===== config.mk =====
export PLATFORM = sky130hd
export DESIGN_NAME = tmbt_map_ram
export DESIGN_NICKNAME = d
export VERILOG_FILES = /design/src/sv/tmbt_pkg.sv /design/src/sv/tmbt_map_ram.sv
export SDC_FILE = /design/constraint.sdc
export NUM_CORES = 1
export LEC_CHECK = 0
export BUFFER_PORTS_ARGS = -buffer_cell sky130_fd_sc_hd__clkbuf_2
export CORE_ASPECT_RATIO = 0.8
export CORE_UTILIZATION = 40
export DETAILED_ROUTE_END_ITERATION = 7
export MAX_ROUTING_LAYER = met4
export SLEW_MARGIN = 0
export SYNTH_ARGS = -nofsm -noshare
export SYNTH_HDL_FRONTEND = slang
export SYNTH_SLANG_ARGS = --single-unit

===== constraint.sdc =====
create_clock -name clock -period 15.3 [get_ports clock]
set_input_delay 1.53 -clock clock [delete_from_list [all_inputs] [get_ports clock]]
set_output_delay 1.53 -clock clock [all_outputs]
set_load 0.05 [all_outputs]

===== src/sv/tmbt_pkg.sv =====
`default_nettype none
package tmbt_pkg;

   localparam int MAX_EVENTS = 16;
   localparam int MAP_IDX_W  = (MAX_EVENTS > 1) ? $clog2(MAX_EVENTS) : 1;
   localparam int MAP_CNT_W  = $clog2(MAX_EVENTS + 1);

   localparam logic [16:0] TEMPO_MIN_Q8   = 17'd5120;
   localparam logic [16:0] TEMPO_MAX_Q8   = 17'd76800;
   localparam logic [16:0] TEMPO_RESET_Q8 = 17'd30720;
   localparam logic [25:0] US_PER_MINUTE  = 26'd60000000;

   // ceil(2^55 / 234375) split into two 19-bit halves
   localparam logic [18:0] RCP_M_HI = 19'd293203;
   localparam logic [18:0] RCP_M_LO = 19'd52817;

   localparam int DVD_W = 58;
   localparam int DVS_W = 32;

   localparam logic [3:0] OP_ADVANCE    = 4'd0;
   localparam logic [3:0] OP_PLAY       = 4'd1;
   localparam logic [3:0] OP_STOP       = 4'd2;
   localparam logic [3:0] OP_TOGGLE     = 4'd3;
   localparam logic [3:0] OP_SET_POS    = 4'd4;
   localparam logic [3:0] OP_SET_POS_SL = 4'd5;
   localparam logic [3:0] OP_SET_TEMPO  = 4'd6;
   localparam logic [3:0] OP_MAP_WRITE  = 4'd7;
   localparam logic [3:0] OP_MAP_SIZE   = 4'd8;

   localparam logic [1:0] CSR_LOOP_ON    = 2'd0;
   localparam logic [1:0] CSR_LOOP_FIRST = 2'd1;
   localparam logic [1:0] CSR_LOOP_LAST  = 2'd2;

   typedef struct packed {
      logic [3:0]         operation;
      logic [19:0]        elapsed_us;
      logic signed [31:0] beat_value;
      logic [16:0]        bpm_value;
      logic [3:0]         entry_index;
      logic [4:0]         entry_total;
   } req_type;

   typedef struct packed {
      logic [31:0] position;
      logic [16:0] current_bpm;
      logic        is_playing;
      logic        beat_crossed;
      logic        transport_changed;
   } rsp_type;

   typedef struct packed {
      logic [31:0] beat;
      logic [16:0] bpm;
   } map_entry_type;

   typedef enum logic [3:0] {
      S_IDLE, S_EXEC, S_SCAN_RD, S_SCAN_CHK, S_WALK, S_MUL, S_DIV,
      S_FINAL, S_WRAP, S_CHECK, S_MAP_RD, S_MAP_WAIT, S_DONE,
      S_RCP_LO, S_RCP_HI, S_RCP_ADD
   } state_type;

   typedef enum logic [1:0] {DIV_SEG, DIV_MOD} div_kind_type;

   function automatic logic [16:0] clamp_bpm(input logic [16:0] v);
      if (v < TEMPO_MIN_Q8) return TEMPO_MIN_Q8;
      if (v > TEMPO_MAX_Q8) return TEMPO_MAX_Q8;
      return v;
   endfunction

   function automatic logic [31:0] clamp_beat(input logic signed [31:0] v);
      if (v[31]) return 32'd0;
      return v;
   endfunction

endpackage
`default_nettype wire


===== src/sv/tmbt_map_ram.sv =====
`default_nettype none
module tmbt_map_ram (
   input  wire                          clock,
   input  wire                          wr_en,
   input  wire [tmbt_pkg::MAP_IDX_W-1:0] wr_addr,
   input  wire tmbt_pkg::map_entry_type wr_data,
   input  wire [tmbt_pkg::MAP_IDX_W-1:0] rd_addr,
   output tmbt_pkg::map_entry_type      rd_data
);
   import tmbt_pkg::*;

   map_entry_type mem [MAX_EVENTS];
   map_entry_type rd_data_ff;

   always_ff @(posedge clock) begin
      if (wr_en) begin
         mem[wr_addr] <= wr_data;
      end
      rd_data_ff <= mem[rd_addr];
   end

   assign rd_data = rd_data_ff;
endmodule
`default_nettype wire


* Word-level counts from Yosys, hierarchy flattened
Memory sizes are Yosys's and may differ from the RTL's. A register that Yosys moved wholly into a read port is not among the register bits. Index checks and enable logic that the tools add are counted.
Cells by class: mux-type cells 2
Operators by type and width (number):
- 1-bit 2-to-1 mux | 2
Storage, ports and cells: register bits after elaboration 0, RAM bits 784, memories kept 1
Memory list:
- mem | depth 16, bits a word 49, rd ports 1, clocked after Yosys merged registers in 1, write ports 1, line tmbt_map_ram.sv:12 | map_entry_type mem [MAX_EVENTS];

* Longest topological paths before layout
depth in word-level cells 2, gate-level depth with buffers 6, mapped depth without buffers 3

* Least setup slack after synthesis
OpenSTA, ideal clock, no wires.
path kind input to register, start in wr_addr[2] in the netlist's numbering, end mem mem[0][0] in the netlist's numbering (enable), library setup time 0.517 ns, arrival time 5.388 ns, path slack 9.395 ns, stages 2, buffers on the path 0, path through or3b_2 -> nor3_1
RTL lines:
- from (decl) | line tmbt_map_ram.sv:5 | input wire [tmbt_pkg::MAP_IDX_W-1:0] wr_addr,
- to (decl) | line tmbt_map_ram.sv:12
Straight into the memory's write port.

==> metrics.txt <==
hold path start=mem[7][35]; Critical Path Start=rd_addr[0]; Reg area=24,500 um^2; worst hold slack=0.666 ns; grt total ovfl=0; die area=77,000 um^2; hold buffers post-CTS=0; fillers=6,180; Final Skew=0.0271 ns; unrepaired setup endpoints after global routing=no; clock root cell=clkbuf_16; highest metal used=met4; status=complete, no violations; Die Wd=310 um; Leak=11.1 nW; global-route wire length before repair=97,200 um; row count=89; Metal-1 WL=29,600 um; H-Tree Level Count=3; initial antenna violation count=4; Worst-Margin Slew=1.10 ns; Clock transition at path regs=0.06 ns; Clk Latency, worst-skew pair=0.62 ns; synthesized cell area=30,300 um^2; Tmin final=3.57 ns; largest net degree at the start of global routing=77; required time worst endpoint=15.78 ns; GRT Overall Usage=18.2%; Syn-to-layout area delta=14.5%; post-route ant nets=0; crit share post-route=23.3%; initial DRC count=1,468; startpoint types=input pin; CTS resizes=0; total setup buffers inserted after CTS=0; Cell variety after synth=18; CP arrival=4.05 ns; routability cong.=0.686; Slew Viols, Final=0; share of cells above drive strength 1=31.5%; Gate Count Post-Synth=1,268; final hold vios=0; DRT Wirelength=66,800 um; crit path kind=in2reg; Worst R2R Setup Slack=13.95 ns; TNS Setup=0 ns; Hold Crit Class=reg2reg; Synth Warn #=0; sequential area share after synthesis=80.8%; Post-layout nets=1,475; I/O pins=108; Max Clk Rate=280 MHz; PwrDens=138 nW/um^2; worst vdd ir=0.0783 mV; Initial Util=40.8%; DR DRC count=0; HPWL Detailed=29,700 um; Seq cells post-synth=833; Worst setup EP type=register; Critical Path Fanout Max=66; mean post-synth cell area=23.9 um^2; Die H=248 um; core area=74,400 um^2; vias in the first global route=14,551; max-cap violations=0; Worst R2R Start=mem[11][47]; CTS tree=built; via count=13,687; total CTS buffers=78; Max Buffers Root-to-Sink=3; area of the multi-input gates=5600 um^2; wire length per cell=26.9 um; CTS sink count=833; wire length on met3=4750 um; Via density=5.51; Met2 Routed Length=31,300 um; net count after synthesis=1,327; Port Buffers=107; Setup Viol. Count Final=0; Slew HR=26.5%; total iterations of the first detailed-routing run=5
[sequential cells by signal, summed over array words and instances (netlist names)]
register / cells
mem: 784
rd_data: 49
[synthesized netlist by cell type]
library cell  number  area (um^2)
dfxtp_1           49          981
buf_2             13         65.1
nand2b_1           2         12.5
buf_4              9         67.6
clkbuf_1          35          131
nor2b_1            2         12.5
or3b_2             1         8.76
buf_6              7         78.8
buf_1              1         3.75
edfxtp_1         784        23500
nand3_1            1         5.00
a22oi_1           98          736
nor3_1             4         20.0
mux4_2           196         4410
nand3b_1           2         15.0
nand2_1           50          188
and2_1             1         6.26
nor2_1            13         48.8
[worst max-delay path, cell delays in order]
cell and delay (ns):
buf_8 0.57, buf_4 0.92, mux4_2 0.61, a22oi_1 0.24, nand2_1 0.11
[metrics by stage]
stage | utilization [%] | cell area (um^2) | instances | power (mW) | setup slack [ns]
finish | 46.7 | 34700 | 2485 | 4.79 | 11.73
global route | 46.7 | 34700 | 2485 | 4.93 | 11.48
CTS | 46.7 | 34700 | 2481 | 4.84 | 11.68
detailed placement | 43.2 | 32100 | 2337 | 2.89 | 11.03
global placement | 43.2 | 32100 | 2337 | 2.88 | 11.03
floorplan | - | 30300 | 1268 | 2.79 | 9.40
[cell usage in the layout, fill, tap and decap left out]
cell	instances
edfxtp_1	784
clkinv_2	16
inv_6	1
diode_2	4
nor2b_4	2
bufinv_16	8
clkinv_8	2
nand2b_1	2
clkinv_1	11
nand2_1	50
clkbuf_8	8
nand3b_1	2
clkinvlp_4	1
and2_2	1
buf_4	26
clkbuf_1	17
mux4_2	196
clkbuf_16	81
nand3_1	1
dfxtp_1	49
or3b_2	1
clkbuf_2	105
nor3_2	4
buf_8	1
a22oi_1	98
nor2_4	13
[power by group]
group	switching, mW	total [mW]	leakage, nW	internal (mW)
registers	0.0181	2.57	7.50	2.55
clock network	0.814	1.96	1.28	1.14
logic	0.178	0.265	2.29	0.0872
[metal layers]
layer	up-vias	global-route usage (%)
met5	-	-
met4	0	4.32
met3	95	4.19
met2	438	27.2
met1	7429	25.5
li1	5725	-
[final timing paths]
path                 endpoint  cells after the start
hold reg to reg   rd_data[35]                      3
setup reg to reg  rd_data[47]                      3
hold / removal    rd_data[35]                      3
setup / recovery  rd_data[20]                      5
[cell type report]
cell class | instances | share of cell area [%]
timing repair buffer | 133 | 2.16
clock inverter | 39 | 1.18
antenna | 4 | 0.0288
tap | 1001 | 3.61
sequential | 833 | 70.6
multi-input combinational | 370 | 16.1
clock buffer | 105 | 6.30
[kinds of logic after synthesis]
group                  count (synthesis)  share of synthesized area (%)
AO/OA/AOI/OAI                         98                           2.43
buffers and inverters                 65                           1.14
flip-flops                           833                           80.8
multiplexers                         196                           14.6
AND/OR/NAND/NOR                       76                           1.04
Note: power is estimated with default switching activity, not from simulation.
