### config.mk
export PLATFORM = sky130hd
export DESIGN_NAME = tmbt_divider
export DESIGN_NICKNAME = d
export VERILOG_FILES = /design/src/sv/tmbt_pkg.sv /design/src/sv/tmbt_divider.sv
export SDC_FILE = /design/constraint.sdc
export NUM_CORES = 1
export LEC_CHECK = 0
export ABC_CLOCK_PERIOD_IN_PS = 3000
export CAP_MARGIN = 20
export CORE_MARGIN = 2
export CORE_UTILIZATION = 35
export CTS_CLUSTER_SIZE = 10
export DETAILED_ROUTE_END_ITERATION = 6
export DONT_BUFFER_PORTS = 1
export SLEW_MARGIN = 20
export SYNTH_ARGS = -nofsm -noshare
export SYNTH_HDL_FRONTEND = slang
export SYNTH_SLANG_ARGS = --single-unit
### constraint.sdc
create_clock -name clock -period 3 [get_ports clock]
set_clock_uncertainty 0.1 [all_clocks]
set_input_delay 0.3 -clock clock [delete_from_list [all_inputs] [get_ports clock]]
set_output_delay 0.3 -clock clock [all_outputs]
set_load 0.05 [all_outputs]
### src/sv/tmbt_pkg.sv
`default_nettype none
package tmbt_pkg;

   localparam int MAX_EVENTS = 16;
   localparam int MAP_IDX_W  = (MAX_EVENTS > 1) ? $clog2(MAX_EVENTS) : 1;
   localparam int MAP_CNT_W  = $clog2(MAX_EVENTS + 1);

   localparam logic [16:0] TEMPO_MIN_Q8   = 17'd5120;
   localparam logic [16:0] TEMPO_MAX_Q8   = 17'd76800;
   localparam logic [16:0] TEMPO_RESET_Q8 = 17'd30720;
   localparam logic [25:0] US_PER_MINUTE  = 26'd60000000;

   // ceil(2^55 / 234375) split into two 19-bit halves
   localparam logic [18:0] RCP_M_HI = 19'd293203;
   localparam logic [18:0] RCP_M_LO = 19'd52817;

   localparam int DVD_W = 58;
   localparam int DVS_W = 32;

   localparam logic [3:0] OP_ADVANCE    = 4'd0;
   localparam logic [3:0] OP_PLAY       = 4'd1;
   localparam logic [3:0] OP_STOP       = 4'd2;
   localparam logic [3:0] OP_TOGGLE     = 4'd3;
   localparam logic [3:0] OP_SET_POS    = 4'd4;
   localparam logic [3:0] OP_SET_POS_SL = 4'd5;
   localparam logic [3:0] OP_SET_TEMPO  = 4'd6;
   localparam logic [3:0] OP_MAP_WRITE  = 4'd7;
   localparam logic [3:0] OP_MAP_SIZE   = 4'd8;

   localparam logic [1:0] CSR_LOOP_ON    = 2'd0;
   localparam logic [1:0] CSR_LOOP_FIRST = 2'd1;
   localparam logic [1:0] CSR_LOOP_LAST  = 2'd2;

   typedef struct packed {
      logic [3:0]         operation;
      logic [19:0]        elapsed_us;
      logic signed [31:0] beat_value;
      logic [16:0]        bpm_value;
      logic [3:0]         entry_index;
      logic [4:0]         entry_total;
   } req_type;

   typedef struct packed {
      logic [31:0] position;
      logic [16:0] current_bpm;
      logic        is_playing;
      logic        beat_crossed;
      logic        transport_changed;
   } rsp_type;

   typedef struct packed {
      logic [31:0] beat;
      logic [16:0] bpm;
   } map_entry_type;

   typedef enum logic [3:0] {
      S_IDLE, S_EXEC, S_SCAN_RD, S_SCAN_CHK, S_WALK, S_MUL, S_DIV,
      S_FINAL, S_WRAP, S_CHECK, S_MAP_RD, S_MAP_WAIT, S_DONE,
      S_RCP_LO, S_RCP_HI, S_RCP_ADD
   } state_type;

   typedef enum logic [1:0] {DIV_SEG, DIV_MOD} div_kind_type;

   function automatic logic [16:0] clamp_bpm(input logic [16:0] v);
      if (v < TEMPO_MIN_Q8) return TEMPO_MIN_Q8;
      if (v > TEMPO_MAX_Q8) return TEMPO_MAX_Q8;
      return v;
   endfunction

   function automatic logic [31:0] clamp_beat(input logic signed [31:0] v);
      if (v[31]) return 32'd0;
      return v;
   endfunction

endpackage
`default_nettype wire

### src/sv/tmbt_divider.sv
`default_nettype none
module tmbt_divider (
   input  wire                       clock,
   input  wire                       reset,
   input  wire                       start,
   input  wire [tmbt_pkg::DVD_W-1:0] dividend,
   input  wire [tmbt_pkg::DVS_W-1:0] divisor,
   output logic                      done,
   output logic [tmbt_pkg::DVD_W-1:0] quotient,
   output logic [tmbt_pkg::DVS_W-1:0] remainder
);
   import tmbt_pkg::*;

   localparam int CNT_W = $clog2(DVD_W);

   logic             busy_ff, busy_in;
   logic             done_ff, done_in;
   logic [CNT_W-1:0] cnt_ff, cnt_in;
   logic [DVD_W-1:0] work_ff, work_in;
   logic [DVS_W-1:0] part_ff, part_in;
   logic [DVS_W-1:0] dvs_ff, dvs_in;
   logic [DVS_W:0]   shifted;
   logic [DVS_W+1:0] diff;

   always_comb begin
      shifted = {part_ff, work_ff[DVD_W-1]};
      diff    = {1'b0, shifted} - {2'b00, dvs_ff};
      busy_in = busy_ff;
      done_in = 1'b0;
      cnt_in  = cnt_ff;
      work_in = work_ff;
      part_in = part_ff;
      dvs_in  = dvs_ff;
      if (start) begin
         busy_in = 1'b1;
         cnt_in  = CNT_W'(DVD_W - 1);
         work_in = dividend;
         part_in = '0;
         dvs_in  = divisor;
      end else if (busy_ff) begin
         work_in = {work_ff[DVD_W-2:0], ~diff[DVS_W+1]};
         part_in = diff[DVS_W+1] ? shifted[DVS_W-1:0] : diff[DVS_W-1:0];
         cnt_in  = cnt_ff - 1'b1;
         if (cnt_ff == '0) begin
            busy_in = 1'b0;
            done_in = 1'b1;
         end
      end
   end

   always_ff @(posedge clock) begin
      if (reset) begin
         busy_ff <= 1'b0;
         done_ff <= 1'b0;
         cnt_ff  <= '0;
      end else begin
         busy_ff <= busy_in;
         done_ff <= done_in;
         cnt_ff  <= cnt_in;
      end
      work_ff <= work_in;
      part_ff <= part_in;
      dvs_ff  <= dvs_in;
   end

   assign done      = done_ff;
   assign quotient  = work_ff;
   assign remainder = part_ff;

   a_done_after_busy: assert property (@(posedge clock) disable iff (reset)
      done_ff |-> $past(busy_ff)) else $error("divider done without work");
endmodule
`default_nettype wire

Word-level counts from Yosys, hierarchy flattened. Index checks and enable logic that the tools add are counted.

$add $sub $neg: 2. Bitwise logic cells: 2. Muxes and demuxes: 9. Reduce and logical (&&, ||, !) cells: 4.

Operators by type and width (number): $mux 58 (2); $sub 33x32->34 (1); $mux 32 (1); $mux 6 (2); $logic_not 6->1 (1); $sub 6x1->6 const B (1); $mux 1 (4); $reduce_or 3->1 (1); $not 1->1 (2); $reduce_bool 2->1 (1); $reduce_or 2->1 (1).

Word-level logic and storage cells: 24. Bits in registers: 130. Bits of input ports: 93.

Depth between registers and ports, before layout.
Depth in word-level cells: 4. Depth in mapped cells: 14.

Worst setup path before layout. No wires, ideal clock.

Path kind: reg2reg. Start point: register part_ff[20] (netlist: remainder[20]). End point: register work_ff[0] (netlist: quotient[0]), data pin. Clock period less this slack: 3.165 ns. Path buffers: 4. Path slack: -0.165 ns. Stages on the path, launching flop included: 12. Arrival: 2.796 ns. Cells stage by stage: dfxtp_1 -> ha_1 -> buf_6 -> a211oi_4 -> o211ai_1 -> a311o_1 -> a2111oi_2 -> a21o_1 -> buf_6 -> buf_6 -> buf_4 -> o21ai_0.

Longest elaborated chain between the ends: 4.

RTL lines: start: declaration (line tmbt_divider.sv:20) `logic [DVS_W-1:0] part_ff, part_in;`; start signal: assignment (line tmbt_divider.sv:62) `part_ff <= part_in;`; $sub 33x32->34 (line tmbt_divider.sv:27) `diff = {1'b0, shifted} - {2'b00, dvs_ff};`; $not 1->1 (line tmbt_divider.sv:41) `work_in = {work_ff[DVD_W-2:0], ~diff[DVS_W+1]};`; $mux 58 (line tmbt_divider.sv:40) `end else if (busy_ff) begin`; $mux 58 (line tmbt_divider.sv:34) `if (start) begin`; net work_in[0] (line tmbt_divider.sv:19) `logic [DVD_W-1:0] work_ff, work_in;`; end signal: assignment (line tmbt_divider.sv:61) `work_ff <= work_in;`; end: declaration (line tmbt_divider.sv:19).

The timed path passes the listed nets, and every way through them passes these cells. The select of a mux whose other input is x is not followed. A chain may end at the register's enable or synchronous reset.

Worst setup path after layout.
Start point: register dvs_ff[21]. End point: register part_ff[19] (netlist: remainder[19]).

Longest elaborated chain between the ends: 2.

RTL lines: start: declaration (line tmbt_divider.sv:21) `logic [DVS_W-1:0] dvs_ff, dvs_in;`; start signal: assignment (line tmbt_divider.sv:63) `dvs_ff <= dvs_in;`; $sub 33x32->34 (line tmbt_divider.sv:27); $mux 32 (line tmbt_divider.sv:42) `part_in = diff[DVS_W+1] ? shifted[DVS_W-1:0] : diff[DVS_W-1:0];`.

No other way between the ends.

==> flow_metrics.py <==
metrics = {
    "run_status": {
        "status": "finished clean",
    },
    "pwr": {
        "p_per_area_mw_per_mm2": 627,
        "p_comb_frac": 0.224,
        "irDropWorstVdd_v": 0.000393,
        "p_clk_frac": 0.350,
        "power_switching_mw": 2.11,
        "switching_share": 0.357,
        "seqPwrFrac": 0.426,
        "internal_power_mw": 3.80,
        "p_leak_nw": 3.76,
    },
    "setup_path": {
        "worst-path-buf-inv": 3,
        "cp_top_family": "compound AO/OA/AOI/OAI gates",
        "slowest_delay_ns": 0.42,
        "timing.rr.end": "remainder[19]$_SDFFE_PP0P_",
        "critPathRequiredTime_ns": 3.23,
        "r2r_slack_ns": 0.17,
        "critPathMaxFanout": 7,
        "end_kind": "flop",
        "cp-start-kind": "flop",
        "crit_chain": "inv_1 -> ha_4 -> a211oi_4 -> o211ai_1 -> a311o_1 -> a2111oi_2 -> a21o_2 -> buf_8 -> buf_4 -> nand2_1 -> a311oi_1",
        "arrival_ns": 3.06,
        "slowest_stage": "a311o_1",
        "ff2ff_path_depth": 11,
        "r2r-start": "dvs_ff[21]$_DFFE_PP_",
        "path_depth": 11,
        "crit_type": "flop to flop",
    },
    "placed_design": {
        "dpl.hpwl_um": 13400,
        "pre_cts_slack_ns": 0.0388,
        "routabilityCongestion": 0.861,
        "port_buffers": 0,
    },
    "route": {
        "wl_per_cell_um": 18.4,
        "drc": 0,
        "ant_nets": 0,
        "drt_iter0_markers": 282,
        "viasPerCell": 5.24,
        "vias": 5754,
        "drt-total-wl_um": 20200,
        "firstDrtPassIters": 5,
    },
    "floorplan": {
        "ios": 184,
        "dieArea_sq_mm": 0.0218,
        "floorplan.initialDensity": 0.357,
        "die_w_um": 148,
        "die_h_um": 148,
        "rows": 52,
        "core_area_sq_mm": 0.0202,
    },
    "worst_hold_path": {
        "holdPathEnd": "quotient[0]$_DFFE_PP_",
        "worstHoldPathType": "input port to flop",
        "min_path_cells": 1,
        "hold_start": "start",
    },
    "grt": {
        "grt_pass1_vias": 5745,
        "antenna_found_initial": 2,
        "grt-ovfl-total": 0,
        "gr-usage-all-layers": 0.184,
        "grt_pass1_wl_um": 31200,
        "grt_max_degree": 65,
    },
    "timing": {
        "post-route-min-period_ns": 2.83,
        "max_freq_mhz": 353,
        "final.setup.worst_slack_ns": 0.169,
        "fin_tns_setup_ns": 0,
        "slew_viol_final": 0,
        "max-slew-margin-rel": 0.552,
        "finalHoldViolCount": 0,
        "tightest_slew_ns": 0.665,
        "setup_viol": 0,
        "finalCritPeriodShare": 0.944,
        "rsz0062_at_grt": "no",
    },
    "cells_and_area": {
        "drive_above_1_share": 0.210,
        "fillCellCount": 1882,
        "nets": 942,
        "multi_input_area_sq_mm": 0.00340,
        "syn_to_final_growth_pct": 30.5,
        "seqCellArea_sq_mm": 0.00351,
    },
    "synth": {
        "syn-cell-area_sq_mm": 0.00722,
        "synth_compound_area_frac": 0.151,
        "synth_nets": 808,
        "ys_warn_count": 0,
        "synth_top_family_by_area": "compound AO/OA/AOI/OAI gates",
        "synth_top_area_cell": "edfxtp_1",
        "ys_top_cells_by_area": "edfxtp_1, dfxtp_1, mux2_2",
        "ys_seq_area_frac": 0.485,
        "synth_ff_type": "edfxtp_1",
        "synth-adder-area-share": 0.0599,
        "synth_xor_area_frac": 0.0340,
        "synth_edf_count": 90,
        "yosys.area_share.simple": 0.119,
        "synth_mux_area_frac": 0.101,
        "synth_top_cell_area_share": 0.374,
        "synth-seq-cells": 130,
        "ys_types": 59,
        "async_flop_share": 0,
        "avgSynthCellArea_sq_um": 10.6,
        "syn-instance-count": 681,
    },
    "clock_network": {
        "cts_made_buffers": 17,
        "cts_tree": "built",
        "clk_path_buf_depth": 2,
        "cts_sinks": 130,
        "htreeDepth": 4,
        "insertion_delay_ns": 0.43,
        "cts_root_buf": "clkbuf_16",
        "clk_pin_slew_ns": 0.07,
    },
    "run": {
        "drv_cap": 0,
    },
}
metal layers:
layer	track usage	part of all wire	up-vias
met2	0.294	0.46	247
li1	-	-	2803
met5	0	0.00054	-
met1	0.215	0.41	2670
met4	0.0635	0.026	2
met3	0.0892	0.11	32
synth_stat cells (3+ instances only):
cell type,n
a311oi_1,5
mux2i_1,9
nand2_1,41
clkbuf_1,20
a32oi_1,5
xnor2_1,8
buf_1,5
a21o_1,11
xor2_1,20
inv_1,46
a211oi_1,18
o31ai_1,4
buf_6,6
nand3_1,14
edfxtp_1,90
nor2b_1,5
a311o_1,3
o211ai_1,7
nand2b_1,4
and3_1,9
a31oi_1,7
nor3_1,15
ha_1,33
mux2_2,57
or3_1,5
dfxtp_1,40
and2_1,8
nor2_1,63
o2111ai_1,6
a21oi_1,44
a31o_2,4
nor4_1,3
o21ai_0,24
nand4_1,8
buf_2,3
layout by cell type, fill, tap and decap left out, types with 6 or more instances in the layout:
cell type / instances
dfxtp_1: 36
xor2_1: 20
inv_6: 6
o21ai_0: 23
nand2_1: 41
a21oi_1: 43
xnor2_1: 8
clkbuf_16: 18
mux2i_1: 9
nand3_1: 13
mux2_2: 57
buf_4: 55
a31oi_1: 6
and2_1: 7
a211oi_1: 16
o211ai_1: 7
a21o_1: 10
nor2_1: 63
o2111ai_1: 6
ha_1: 32
dlygate4sd3_1: 90
and3_1: 8
edfxtp_1: 90
nand4_1: 8
inv_1: 45
inv_8: 7
nor3_1: 15
power groups by stage:
| stage | Clock, mW | Combinational [mW] | Sequential, mW |
|---|---|---|---|
| 3_5_place_dp | 0 | 1.13 | 2.55 |
| 6_report | 2.07 | 1.32 | 2.52 |
| 2_1_floorplan | 0 | 0.751 | 2.66 |
| 4_1_cts | 2.12 | 1.25 | 2.52 |
| 5_1_grt | 2.20 | 1.45 | 2.54 |
| 3_3_place_gp | 0 | 1.12 | 2.55 |
sequential cells by signal (all words and copies together) (netlist names):
signal,count
done,1
busy_ff,1
dvs_ff,32
remainder,32
cnt_ff,6
quotient,58
per-stage QoR:
step	total power, mW	hold WS [ns]	std cells	area (sq um)	utilization
finish	5.91	0.0123	1099	9420	0.466
global route	6.19	0.00114	1099	9420	0.466
CTS	5.89	0.00544	1089	9270	0.458
detailed placement	3.68	0.271	966	7760	0.383
global placement	3.67	0.269	966	7760	0.383
floorplan	3.41	0.299	681	7230	-
cells by family after synthesis:
kind of cell	Yosys count
adder cells (fa/ha/maj)	34
XOR/XNOR	28
buffers and inverters	82
multiplexers	66
AO/OA/AOI/OAI	159
AND/OR/NAND/NOR	182
flip-flops	130
worst max-delay path by stage:
stage	from	to	slack, ns
after floorplan	quotient[57]$_DFFE_PP_	remainder[30]$_SDFFE_PP0P_	0.01
after global placement	quotient[57]$_DFFE_PP_	remainder[30]$_SDFFE_PP0P_	0.09
after detailed placement	quotient[57]$_DFFE_PP_	remainder[30]$_SDFFE_PP0P_	0.04
after CTS	dvs_ff[21]$_DFFE_PP_	remainder[21]$_SDFFE_PP0P_	0.01
after global routing	quotient[57]$_DFFE_PP_	remainder[30]$_SDFFE_PP0P_	0.006
final	dvs_ff[21]$_DFFE_PP_	remainder[19]$_SDFFE_PP0P_	0.17
cell type report:
class / instances / share of cell area
clock inverter: 15 / 0.0162
timing repair buffer: 150 / 0.150
clock buffer: 17 / 0.0451
tap: 270 / 0.0358
sequential: 130 / 0.372
multi-input combinational: 469 / 0.361
antenna: 1 / 0.000266
inverter: 47 / 0.0193
repair_timing:
| item | 4_1_cts | 5_1_grt |
|---|---|---|
| hold buffers | 91 | 0 |
| cloned | 0 | 1 |
| endpoints found under the setup margin | 1 | 31 |
| setup buffers | 0 | 8 |
| hold endpoints to repair | 152 | 0 |
| gates resized for setup | 1 | 21 |
| pin swaps | 0 | 6 |
Power figures use the tool's default switching activity.
